[src/hdl/pdc_pkg.sv]
// ----------------------------------------------------------------------------
// pdc_pkg
// Types, constants and arithmetic helpers shared by the compositor pipeline.
// ----------------------------------------------------------------------------
`default_nettype none

package pdc_pkg;

  localparam int CHANNEL_BITS = 8;
  localparam int CB           = CHANNEL_BITS;
  localparam int FIELD_W      = 8;
  localparam int SAT_W        = (CB > FIELD_W) ? CB : FIELD_W;
  localparam int PROD_W       = 2 * CB;
  localparam int DEN_W        = 2 * CB;
  localparam int NUM_W        = 3 * CB;
  localparam int NCH          = 3;

  localparam logic [CB-1:0]    MAXV      = '1;
  localparam logic [CB-1:0]    HALF_UNIT = {1'b1, {(CB-1){1'b0}}};
  localparam logic [DEN_W-1:0] MAXV_SQ   = {{(CB-1){1'b1}}, {CB{1'b0}}, 1'b1};

  typedef enum logic [2:0] {
    OP_OVER    = 3'd0,
    OP_IN      = 3'd1,
    OP_OUT     = 3'd2,
    OP_ATOP    = 3'd3,
    OP_PLUS    = 3'd4,
    OP_THROUGH = 3'd5
  } op_t;

  typedef logic [CB-1:0]      ch_t;
  typedef logic [FIELD_W-1:0] field_t;

  typedef struct packed {
    logic [2:0] opcode;
    field_t     fg_red;
    field_t     fg_green;
    field_t     fg_blue;
    field_t     fg_alpha;
    field_t     bg_red;
    field_t     bg_green;
    field_t     bg_blue;
    field_t     bg_alpha;
  } pdc_in_t;

  typedef struct packed {
    field_t out_red;
    field_t out_green;
    field_t out_blue;
    field_t out_alpha;
  } pdc_out_t;

  typedef struct packed {
    logic [2:0]        op;
    ch_t [NCH-1:0]     fc;
    ch_t [NCH-1:0]     bc;
    ch_t               fa;
    ch_t               ba;
    logic [PROD_W-1:0] aprod;
  } pdc_s1_t;

  typedef struct packed {
    logic [2:0]    op;
    ch_t [NCH-1:0] fc;
    ch_t [NCH-1:0] bc;
    ch_t           fa;
    ch_t           ba;
    ch_t           aw;
  } pdc_s2_t;

  typedef struct packed {
    logic                      thru;
    ch_t [NCH-1:0]             fc;
    logic [NCH-1:0][NUM_W-1:0] num;
    logic [DEN_W-1:0]          den;
    ch_t                       alpha;
    logic                      zero;
  } pdc_s3_t;

  typedef struct packed {
    logic [NCH-1:0][NUM_W-1:0] rem;
    logic [DEN_W-1:0]          den;
    ch_t [NCH-1:0]             quo;
    ch_t                       alpha;
    logic                      zero;
  } pdc_div_t;

  function automatic ch_t sat_ch(input field_t v);
    logic [SAT_W-1:0] ext;
    ext = SAT_W'(v);
    if (ext > SAT_W'(MAXV)) begin
      return MAXV;
    end
    return CB'(ext);
  endfunction

  function automatic ch_t sat_sum(input logic [CB:0] v);
    if (v > (CB+1)'(MAXV)) begin
      return MAXV;
    end
    return CB'(v);
  endfunction

  function automatic ch_t mul_round(input logic [PROD_W-1:0] p);
    logic [PROD_W:0] t;
    logic [PROD_W:0] s;
    t = (PROD_W+1)'(p) + (PROD_W+1)'(HALF_UNIT);
    s = t + (t >> CB);
    return CB'(s >> CB);
  endfunction

  function automatic field_t to_field(input ch_t v);
    return FIELD_W'(v);
  endfunction

endpackage

`default_nettype wire

[src/hdl/pdc_front.sv]
// ----------------------------------------------------------------------------
// pdc_front
// Four-stage front end: alpha product, rounding, channel products, divider
// operand setup.
// ----------------------------------------------------------------------------
`default_nettype none

module pdc_front import pdc_pkg::*; (
  input  wire logic     clk,
  input  wire logic     rst_n,
  input  wire logic     in_valid,
  output logic          in_ready,
  input  wire pdc_in_t  in_data,
  output logic          out_valid,
  input  wire logic     out_ready,
  output pdc_div_t      out_data
);

  logic     v1_r, v2_r, v3_r, v4_r;
  logic     rdy1, rdy2, rdy3, rdy4;
  pdc_s1_t  s1_r, s1_nxt;
  pdc_s2_t  s2_r, s2_nxt;
  pdc_s3_t  s3_r, s3_nxt;
  pdc_div_t s4_r, s4_nxt;

  ch_t              mx, my;
  ch_t              ka, kb;
  logic [DEN_W-1:0] inv_ext;
  logic [DEN_W-1:0] thru_base;
  logic [NUM_W-1:0] num_full;

  assign rdy4     = !v4_r || out_ready;
  assign rdy3     = !v3_r || rdy4;
  assign rdy2     = !v2_r || rdy3;
  assign rdy1     = !v1_r || rdy2;
  assign in_ready = rdy1;

  always_comb begin
    s1_nxt.op    = in_data.opcode;
    s1_nxt.fc[0] = sat_ch(in_data.fg_red);
    s1_nxt.fc[1] = sat_ch(in_data.fg_green);
    s1_nxt.fc[2] = sat_ch(in_data.fg_blue);
    s1_nxt.bc[0] = sat_ch(in_data.bg_red);
    s1_nxt.bc[1] = sat_ch(in_data.bg_green);
    s1_nxt.bc[2] = sat_ch(in_data.bg_blue);
    s1_nxt.fa    = sat_ch(in_data.fg_alpha);
    s1_nxt.ba    = sat_ch(in_data.bg_alpha);
    mx = (in_data.opcode == OP_OVER) ? MAXV - s1_nxt.fa : s1_nxt.fa;
    my = (in_data.opcode == OP_OUT)  ? MAXV - s1_nxt.ba : s1_nxt.ba;
    s1_nxt.aprod = PROD_W'(mx) * PROD_W'(my);
  end

  always_comb begin
    s2_nxt.op = s1_r.op;
    s2_nxt.fc = s1_r.fc;
    s2_nxt.bc = s1_r.bc;
    s2_nxt.fa = s1_r.fa;
    s2_nxt.ba = s1_r.ba;
    s2_nxt.aw = mul_round(s1_r.aprod);
  end

  always_comb begin
    s3_nxt.thru  = 1'b0;
    s3_nxt.fc    = s2_r.fc;
    s3_nxt.den   = DEN_W'(MAXV);
    s3_nxt.alpha = '0;
    s3_nxt.zero  = 1'b0;
    ka = '0;
    kb = '0;
    case (s2_r.op)
      OP_OVER: begin
        ka           = s2_r.fa;
        kb           = s2_r.aw;
        s3_nxt.den   = DEN_W'(s2_r.fa) + DEN_W'(s2_r.aw);
        s3_nxt.alpha = sat_sum({1'b0, s2_r.fa} + {1'b0, s2_r.aw});
      end
      OP_IN, OP_OUT: begin
        ka           = MAXV;
        s3_nxt.alpha = s2_r.aw;
      end
      OP_ATOP: begin
        ka           = s2_r.fa;
        kb           = MAXV - s2_r.fa;
        s3_nxt.alpha = s2_r.ba;
      end
      OP_PLUS: begin
        ka           = s2_r.fa;
        kb           = s2_r.ba;
        s3_nxt.den   = DEN_W'(s2_r.fa) + DEN_W'(s2_r.ba);
        s3_nxt.alpha = sat_sum({1'b0, s2_r.fa} + {1'b0, s2_r.ba});
      end
      OP_THROUGH: begin
        s3_nxt.thru  = 1'b1;
        s3_nxt.den   = MAXV_SQ;
        s3_nxt.alpha = s2_r.fa;
      end
      default: begin
        s3_nxt.zero  = 1'b1;
      end
    endcase
    if (s3_nxt.den == '0) begin
      s3_nxt.zero = 1'b1;
    end
    inv_ext   = DEN_W'(MAXV - s2_r.ba);
    thru_base = (inv_ext << CB) - inv_ext;
    for (int c = 0; c < NCH; c++) begin
      if (s3_nxt.thru) begin
        s3_nxt.num[c] = NUM_W'(DEN_W'(s2_r.bc[c]) * DEN_W'(s2_r.ba)) + NUM_W'(thru_base);
      end else begin
        s3_nxt.num[c] = NUM_W'(DEN_W'(s2_r.fc[c]) * DEN_W'(ka))
                      + NUM_W'(DEN_W'(s2_r.bc[c]) * DEN_W'(kb));
      end
    end
  end

  always_comb begin
    s4_nxt.den   = s3_r.den;
    s4_nxt.alpha = s3_r.alpha;
    s4_nxt.zero  = s3_r.zero;
    s4_nxt.quo   = '0;
    num_full     = '0;
    for (int c = 0; c < NCH; c++) begin
      num_full      = s3_r.thru ? NUM_W'(s3_r.fc[c]) * s3_r.num[c] : s3_r.num[c];
      s4_nxt.rem[c] = num_full + NUM_W'(s3_r.den >> 1);
    end
  end

  always_ff @(posedge clk) begin
    if (!rst_n) begin
      v1_r <= 1'b0;
      v2_r <= 1'b0;
      v3_r <= 1'b0;
      v4_r <= 1'b0;
    end else begin
      if (rdy1) v1_r <= in_valid;
      if (rdy2) v2_r <= v1_r;
      if (rdy3) v3_r <= v2_r;
      if (rdy4) v4_r <= v3_r;
    end
  end

  always_ff @(posedge clk) begin
    if (rdy1 && in_valid) s1_r <= s1_nxt;
    if (rdy2 && v1_r)     s2_r <= s2_nxt;
    if (rdy3 && v2_r)     s3_r <= s3_nxt;
    if (rdy4 && v3_r)     s4_r <= s4_nxt;
  end

  assign out_valid = v4_r;
  assign out_data  = s4_r;

  a_zero_clears_alpha: assert property (@(posedge clk) disable iff (!rst_n)
    v4_r && s4_r.zero |-> s4_r.alpha == '0)
    else $error("zero-denominator beat carries nonzero alpha");

endmodule

`default_nettype wire

[src/hdl/pdc_div.sv]
// ----------------------------------------------------------------------------
// pdc_div
// Restoring divider pipeline: one quotient bit per stage, three channels
// side by side.
// ----------------------------------------------------------------------------
`default_nettype none

module pdc_div import pdc_pkg::*; (
  input  wire logic     clk,
  input  wire logic     rst_n,
  input  wire logic     in_valid,
  output logic          in_ready,
  input  wire pdc_div_t in_data,
  output logic          out_valid,
  input  wire logic     out_ready,
  output pdc_div_t      out_data
);

  logic     v_r  [CB];
  pdc_div_t st_r [CB];
  pdc_div_t st_nxt [CB];
  pdc_div_t src  [CB];
  logic     src_v [CB];
  logic     rdy  [CB+1];

  assign rdy[CB] = out_ready;

  for (genvar i = 0; i < CB; i++) begin : g_stage
    logic [NUM_W-1:0] shifted;

    if (i == 0) begin : g_first
      assign src[i]   = in_data;
      assign src_v[i] = in_valid;
    end else begin : g_rest
      assign src[i]   = st_r[i-1];
      assign src_v[i] = v_r[i-1];
    end

    assign rdy[i]  = !v_r[i] || rdy[i+1];
    assign shifted = NUM_W'(src[i].den) << (CB - 1 - i);

    always_comb begin
      st_nxt[i] = src[i];
      for (int c = 0; c < NCH; c++) begin
        if (src[i].rem[c] >= shifted) begin
          st_nxt[i].rem[c]            = src[i].rem[c] - shifted;
          st_nxt[i].quo[c][CB-1-i]    = 1'b1;
        end
      end
    end

    always_ff @(posedge clk) begin
      if (!rst_n) begin
        v_r[i] <= 1'b0;
      end else if (rdy[i]) begin
        v_r[i] <= src_v[i];
      end
    end

    always_ff @(posedge clk) begin
      if (rdy[i] && src_v[i]) st_r[i] <= st_nxt[i];
    end
  end

  assign in_ready  = rdy[0];
  assign out_valid = v_r[CB-1];
  assign out_data  = st_r[CB-1];

  a_first_bit_bound: assert property (@(posedge clk) disable iff (!rst_n)
    v_r[0] && st_r[0].den != '0 |->
      st_r[0].rem[0] < (NUM_W'(st_r[0].den) << (CB - 1)) &&
      st_r[0].rem[1] < (NUM_W'(st_r[0].den) << (CB - 1)) &&
      st_r[0].rem[2] < (NUM_W'(st_r[0].den) << (CB - 1)))
    else $error("quotient overflow in divider front stage");

  a_final_remainder: assert property (@(posedge clk) disable iff (!rst_n)
    v_r[CB-1] && st_r[CB-1].den != '0 |->
      st_r[CB-1].rem[0] < NUM_W'(st_r[CB-1].den) &&
      st_r[CB-1].rem[1] < NUM_W'(st_r[CB-1].den) &&
      st_r[CB-1].rem[2] < NUM_W'(st_r[CB-1].den))
    else $error("divider remainder not below divisor");

endmodule

`default_nettype wire

[src/hdl/porter_duff_compositor_core.sv]
// ----------------------------------------------------------------------------
// porter_duff_compositor_core
// Porter-Duff compositor for non-premultiplied RGBA pixels.
// ----------------------------------------------------------------------------
// Takes one beat per clock while the result side does not stall and returns
// one composited pixel per beat, in order. The restoring divider retires one
// quotient bit per pipeline stage; four front stages form the alpha product,
// its rounding, the channel products and the divider operands, and one
// output register closes the path. Every stage holds its own valid bit, so
// bubbles collapse and a stall on the result side backs up stage by stage
// without losing or repeating a beat.
`default_nettype none

module porter_duff_compositor_core import pdc_pkg::*; (
  input  wire logic     clk,
  input  wire logic     rst_n,
  input  wire logic     in_valid,
  output logic          in_ready,
  input  wire pdc_in_t  in_data,
  output logic          out_valid,
  input  wire logic     out_ready,
  output pdc_out_t      out_data
);

  logic     fr_valid, fr_ready;
  pdc_div_t fr_data;
  logic     dv_valid, dv_ready;
  pdc_div_t dv_data;
  logic     out_valid_r;
  pdc_out_t out_data_r, out_data_nxt;

  pdc_front u_front (
    .clk       (clk),
    .rst_n     (rst_n),
    .in_valid  (in_valid),
    .in_ready  (in_ready),
    .in_data   (in_data),
    .out_valid (fr_valid),
    .out_ready (fr_ready),
    .out_data  (fr_data)
  );

  pdc_div u_div (
    .clk       (clk),
    .rst_n     (rst_n),
    .in_valid  (fr_valid),
    .in_ready  (fr_ready),
    .in_data   (fr_data),
    .out_valid (dv_valid),
    .out_ready (dv_ready),
    .out_data  (dv_data)
  );

  assign dv_ready = !out_valid_r || out_ready;

  always_comb begin
    out_data_nxt.out_red   = dv_data.zero ? '0 : to_field(dv_data.quo[0]);
    out_data_nxt.out_green = dv_data.zero ? '0 : to_field(dv_data.quo[1]);
    out_data_nxt.out_blue  = dv_data.zero ? '0 : to_field(dv_data.quo[2]);
    out_data_nxt.out_alpha = to_field(dv_data.alpha);
  end

  always_ff @(posedge clk) begin
    if (!rst_n) begin
      out_valid_r <= 1'b0;
    end else if (dv_ready) begin
      out_valid_r <= dv_valid;
    end
  end

  always_ff @(posedge clk) begin
    if (dv_ready && dv_valid) out_data_r <= out_data_nxt;
  end

  assign out_valid = out_valid_r;
  assign out_data  = out_data_r;

endmodule

`default_nettype wire

[config.mk]
export PLATFORM = sky130hd
export DESIGN_NAME = porter_duff_compositor_core
export DESIGN_NICKNAME = d
export VERILOG_FILES = /design/src/hdl/pdc_pkg.sv /design/src/hdl/pdc_front.sv /design/src/hdl/pdc_div.sv /design/src/hdl/porter_duff_compositor_core.sv
export SDC_FILE = /design/constraint.sdc
export NUM_CORES = 2
export LEC_CHECK = 0
export BUFFER_PORTS_ARGS = -buffer_cell sky130_fd_sc_hd__buf_4
export CORE_ASPECT_RATIO = 0.7
export CORE_UTILIZATION = 45
export CTS_CLUSTER_SIZE = 24
export DETAILED_ROUTE_END_ITERATION = 6
export HOLD_SLACK_MARGIN = 0.02
export MAX_ROUTING_LAYER = met4
export PLACE_DENSITY_LB_ADDON = 0.25
export SLEW_MARGIN = 10
export SYNTH_ARGS = -nofsm -noshare
export SYNTH_HDL_FRONTEND = slang
export SYNTH_SLANG_ARGS = --single-unit
[constraint.sdc]
create_clock -name clk -period 8.95 [get_ports clk]
set_input_delay 0.4475 -clock clk [delete_from_list [all_inputs] [get_ports clk]]
set_output_delay 0.4475 -clock clk [all_outputs]
set_load 0.1 [all_outputs]
==> flow_summary.yaml <==
pwr:
  irDropWorstVdd_mv: 0.382
  powerDensity_nw_per_um2: 220
  power_leakage_nw: 45.3
timing:
  skew_ns: 0.100
  max_freq_mhz: 130
  max_slew.worst_pin.slew_ns: 1.21
  worst_case_setup_margin_in_the_final_layout_ns: 1.23
  final_count_of_hold_timing_violations: 0
  final-setup-viol-count: 0
  slew_headroom_pct: 18.8
  rsz0062_at_grt: "false"
  final_report_max_slew_violation_count: 0
  fin_crit_sh_pct: 86.2
  finalSetupTns_ns: 0
  period_needed_ns: 7.72
routing:
  post_drt_via_cell_ratio: 5.48
  route.met3.wl_um: 16000
  drt.antenna.violating_nets: 0
  wl_met2_um: 97100
  vias: 67100
  wl_um: 240000
  drt-initial-drc-count: 5706
  drc: 0
  maxUsedRoutingLayer: "met4"
  number_of_iterations_in_the_first_detailed_routing_pass: 6
  drt-met1-wl_um: 124000
  avgRoutedWirePerCell_um: 19.6
die:
  floorplan.initialDensity_pct: 45.4
  core-area_um2: 212000
  floorplan.die.width_um: 555
  die_h_um: 389
  fp.dieArea_um2: 216000
  boundaryPins: 105
  std_cell_rows: 141
synthesis:
  synth_cells: 9180
  synth_top_cells_by_area: "sky130_fd_sc_hd__edfxtp_1 (35%), sky130_fd_sc_hd__fa_1 (16%), sky130_fd_sc_hd__ha_1 (12%)"
  yosys.area.top_type_share_pct: 35.5
  synthesized_area_per_cell_um2: 10.5
  synth_edf_count: 1136
  synth_largest_area_cell: "sky130_fd_sc_hd__edfxtp_1"
  seq_area_frac_synth_pct: 35.6
  synth.cell_area_um2: 96200
  yosys.cell_types.count: 101
  synthesis.yosys.warnings: 0
  synth_top_flop_cell: "sky130_fd_sc_hd__edfxtp_1"
  post_synthesis_register_bit_count: 1142
  asyncSetResetFlopFracSynth_pct: 0
clock_tree:
  cts_resized: 0
  numCtsBuffers: 118
  cts_htree_levels: 3
  max-clock-path-buffers: 3
  clock-root-buffer: "sky130_fd_sc_hd__clkbuf_16"
  cts_sinks: 1142
  clkTransAtPathRegs_ns: 0.07
  post_cts.repair.setup_buffers: 0
  clock_insertion_delay_worst_skew_ns: 0.80
  clock_tree_from_tritoncts: "built"
placed_design:
  place_congestion: 0.914
  portBuffers: 104
  place.detailed.hpwl_um: 191000
  dp_slack_ns: 1.41
min_path:
  hp-start: "u_front.s1_r[56]"
  min_path_type: "register to register"
  holdPathStages: 0
  worstHoldEndpoint: "u_front.s2_r[48]"
global_route:
  first_global_vias: 67400
  grt_start_max_net_pins: 75
  overflow: 0
  grt_first_pass_wirelength_um: 386000
  grt_antenna_before_repair: 11
  track_usage_pct: 23.3
setup_path:
  crit_path_required_time_ns: 9.38
  cp-end-kind: "register"
  worst-path-max-fanout: 18
  worst_setup_path_start_kind: "register"
  rrSetupSlack_ns: 1.23
  r2r.worst_path.cells: 24
  crit-reg2reg-launch: "u_front.s2_r[72]"
  critical_path.reg2reg.endpoint: "u_front.s3_r[40]"
  worst-endpoint-arrival_ns: 8.15
  worstSetupPathType: "register to register"
finish:
  leading_cell_type_in_the_layout_fill_and_taps_excluded: "sky130_fd_sc_hd__inv_1"
  num-nets-final: 11100
  fin_util_pct: 49.7
  highest_count_cells_in_the_layout_ignoring_fill_and_taps: "sky130_fd_sc_hd__inv_1 (1,193), sky130_fd_sc_hd__edfxtp_1 (1,136), sky130_fd_sc_hd__ha_1 (920)"
  drive_above_1_share_pct: 6.10
  syn2layout_area_growth_pct: 9.50
flow_run:
  max-cap-violations: 0
status:
  outcome: "completed"
-- cells in the mapped netlist, drive strengths merged, types with 8 or more instances --
cell type and number:
o211ai 29, o31ai 47, nand2b 90, nand4b 14
o21ai 385, o22ai 9, nand4 61, nor4 33
o21a 68, a211o 23, a22oi 8, clkbuf 189
edfxtp 1136, xnor2 328, a31o 12, a21oi 522
or4 15, nand3 108, mux2i 40, a21boi 50
a31oi 44, xor2 240, and3 38, mux2 80
nor2 442, or3 53, or2 25, nand3b 13
buf 33, and2 569, a211oi 37, o21bai 46
ha 920, a2111oi 17, a21o 193, nor4b 13
o41ai 16, nor3b 8, nor2b 163, nand2 853
a41oi 8, a221oi 11, fa 773, inv 1199
nor3 137
-- where the power goes --
group	internal [mW]	switching (mW)	leakage, nW	total, mW
clock network	3.02	2.34	1.99	5.35
registers	6.22	0.290	10.4	6.51
logic	4.81	6.50	32.9	11.3
-- flip-flops by register name, indices dropped and copies added (netlist names), 8 cells and up --
register,flops
u_front.s1_r,83
out_data,32
u_front.s3_r,94
u_front.s2_r,75
u_front.out_data,91
u_div.st_r,754
u_div.v_r,8
-- worst max-delay path, cell delays in order, from the launching register on --
cell	delay, ns
sky130_fd_sc_hd__edfxtp_1	0.53
sky130_fd_sc_hd__inv_1	0.18
sky130_fd_sc_hd__nor2_1	0.39
sky130_fd_sc_hd__nand2_1	0.36
sky130_fd_sc_hd__o22ai_2	0.52
sky130_fd_sc_hd__buf_4	0.33
sky130_fd_sc_hd__nand2_1	0.10
sky130_fd_sc_hd__fa_1	0.52
sky130_fd_sc_hd__inv_1	0.05
sky130_fd_sc_hd__fa_1	0.52
sky130_fd_sc_hd__inv_1	0.05
sky130_fd_sc_hd__fa_1	0.53
sky130_fd_sc_hd__inv_1	0.06
sky130_fd_sc_hd__fa_1	0.50
sky130_fd_sc_hd__fa_1	0.56
sky130_fd_sc_hd__inv_1	0.06
sky130_fd_sc_hd__fa_1	0.53
sky130_fd_sc_hd__inv_1	0.04
sky130_fd_sc_hd__ha_1	0.33
sky130_fd_sc_hd__o21ai_0	0.17
sky130_fd_sc_hd__a21boi_0	0.41
sky130_fd_sc_hd__a21oi_1	0.14
sky130_fd_sc_hd__a21oi_1	0.19
sky130_fd_sc_hd__xor2_1	0.17
sky130_fd_sc_hd__mux2i_1	0.09
-- layout make-up --
cell class	instances	area [um2]
clock inverters	95	1210
clock buffers	129	2990
repair buffers	254	2080
multi-input cells	6619	56800
diodes	1	2.50
inverters	1199	4500
flip-flops and latches	1142	34200
fillers	19000	106000
well taps	2788	3490
-- routing by layer --
metal	up-vias	track usage, %
li1	31600	-
met1	33200	36.4
met2	1958	32.3
met3	232	2.95
met4	0	3.62
met5	-	-
-- metrics by stage --
stage          hold slack, ns  power (mW)  std cells  cell area [um2]
2_1_floorplan           0.400        15.2       9182            96200
3_3_place_gp            0.401        17.6      11900           100000
3_5_place_dp            0.405        17.8      11900           100000
4_1_cts                 0.331        23.3      12200           105000
5_1_grt                 0.344        25.1      12200           105000
6_report                0.334        23.2      12200           105000
-- how the worst max path moves through the flow --
| stage | endpoint | depth (start not counted) | start |
|---|---|---|---|
| after detailed placement | u_front.s3_r[40] | 22 | u_front.s2_r[72] |
| final | u_front.s3_r[40] | 24 | u_front.s2_r[72] |
| after CTS | u_front.s3_r[40] | 22 | u_front.s2_r[72] |
| after floorplan | u_front.s3_r[0] | 8 | out_valid |
| after global routing | u_front.s3_r[41] | 26 | u_front.s2_r[72] |
| after global placement | u_front.s3_r[40] | 24 | u_front.s2_r[72] |
-- cells by family after synthesis --
kind of cell    count (synthesis)  synth area share [%]
compound gates               1578                  10.4
xor+xnor                      568                  5.17
fa+ha+maj                    1693                  28.1
buf+inv                      1421                  5.58
flops                        1142                  35.6
mux                           120                  1.36
other cells                     1               0.00390
simple gates                 2657                  13.9
-- timing repair --
item	4_1_cts	5_1_grt
hold buffers	71	0
hold endpoints to repair	73	0
setup endpoints to repair	0	0
Note: power is estimated with default switching activity, not from simulation.
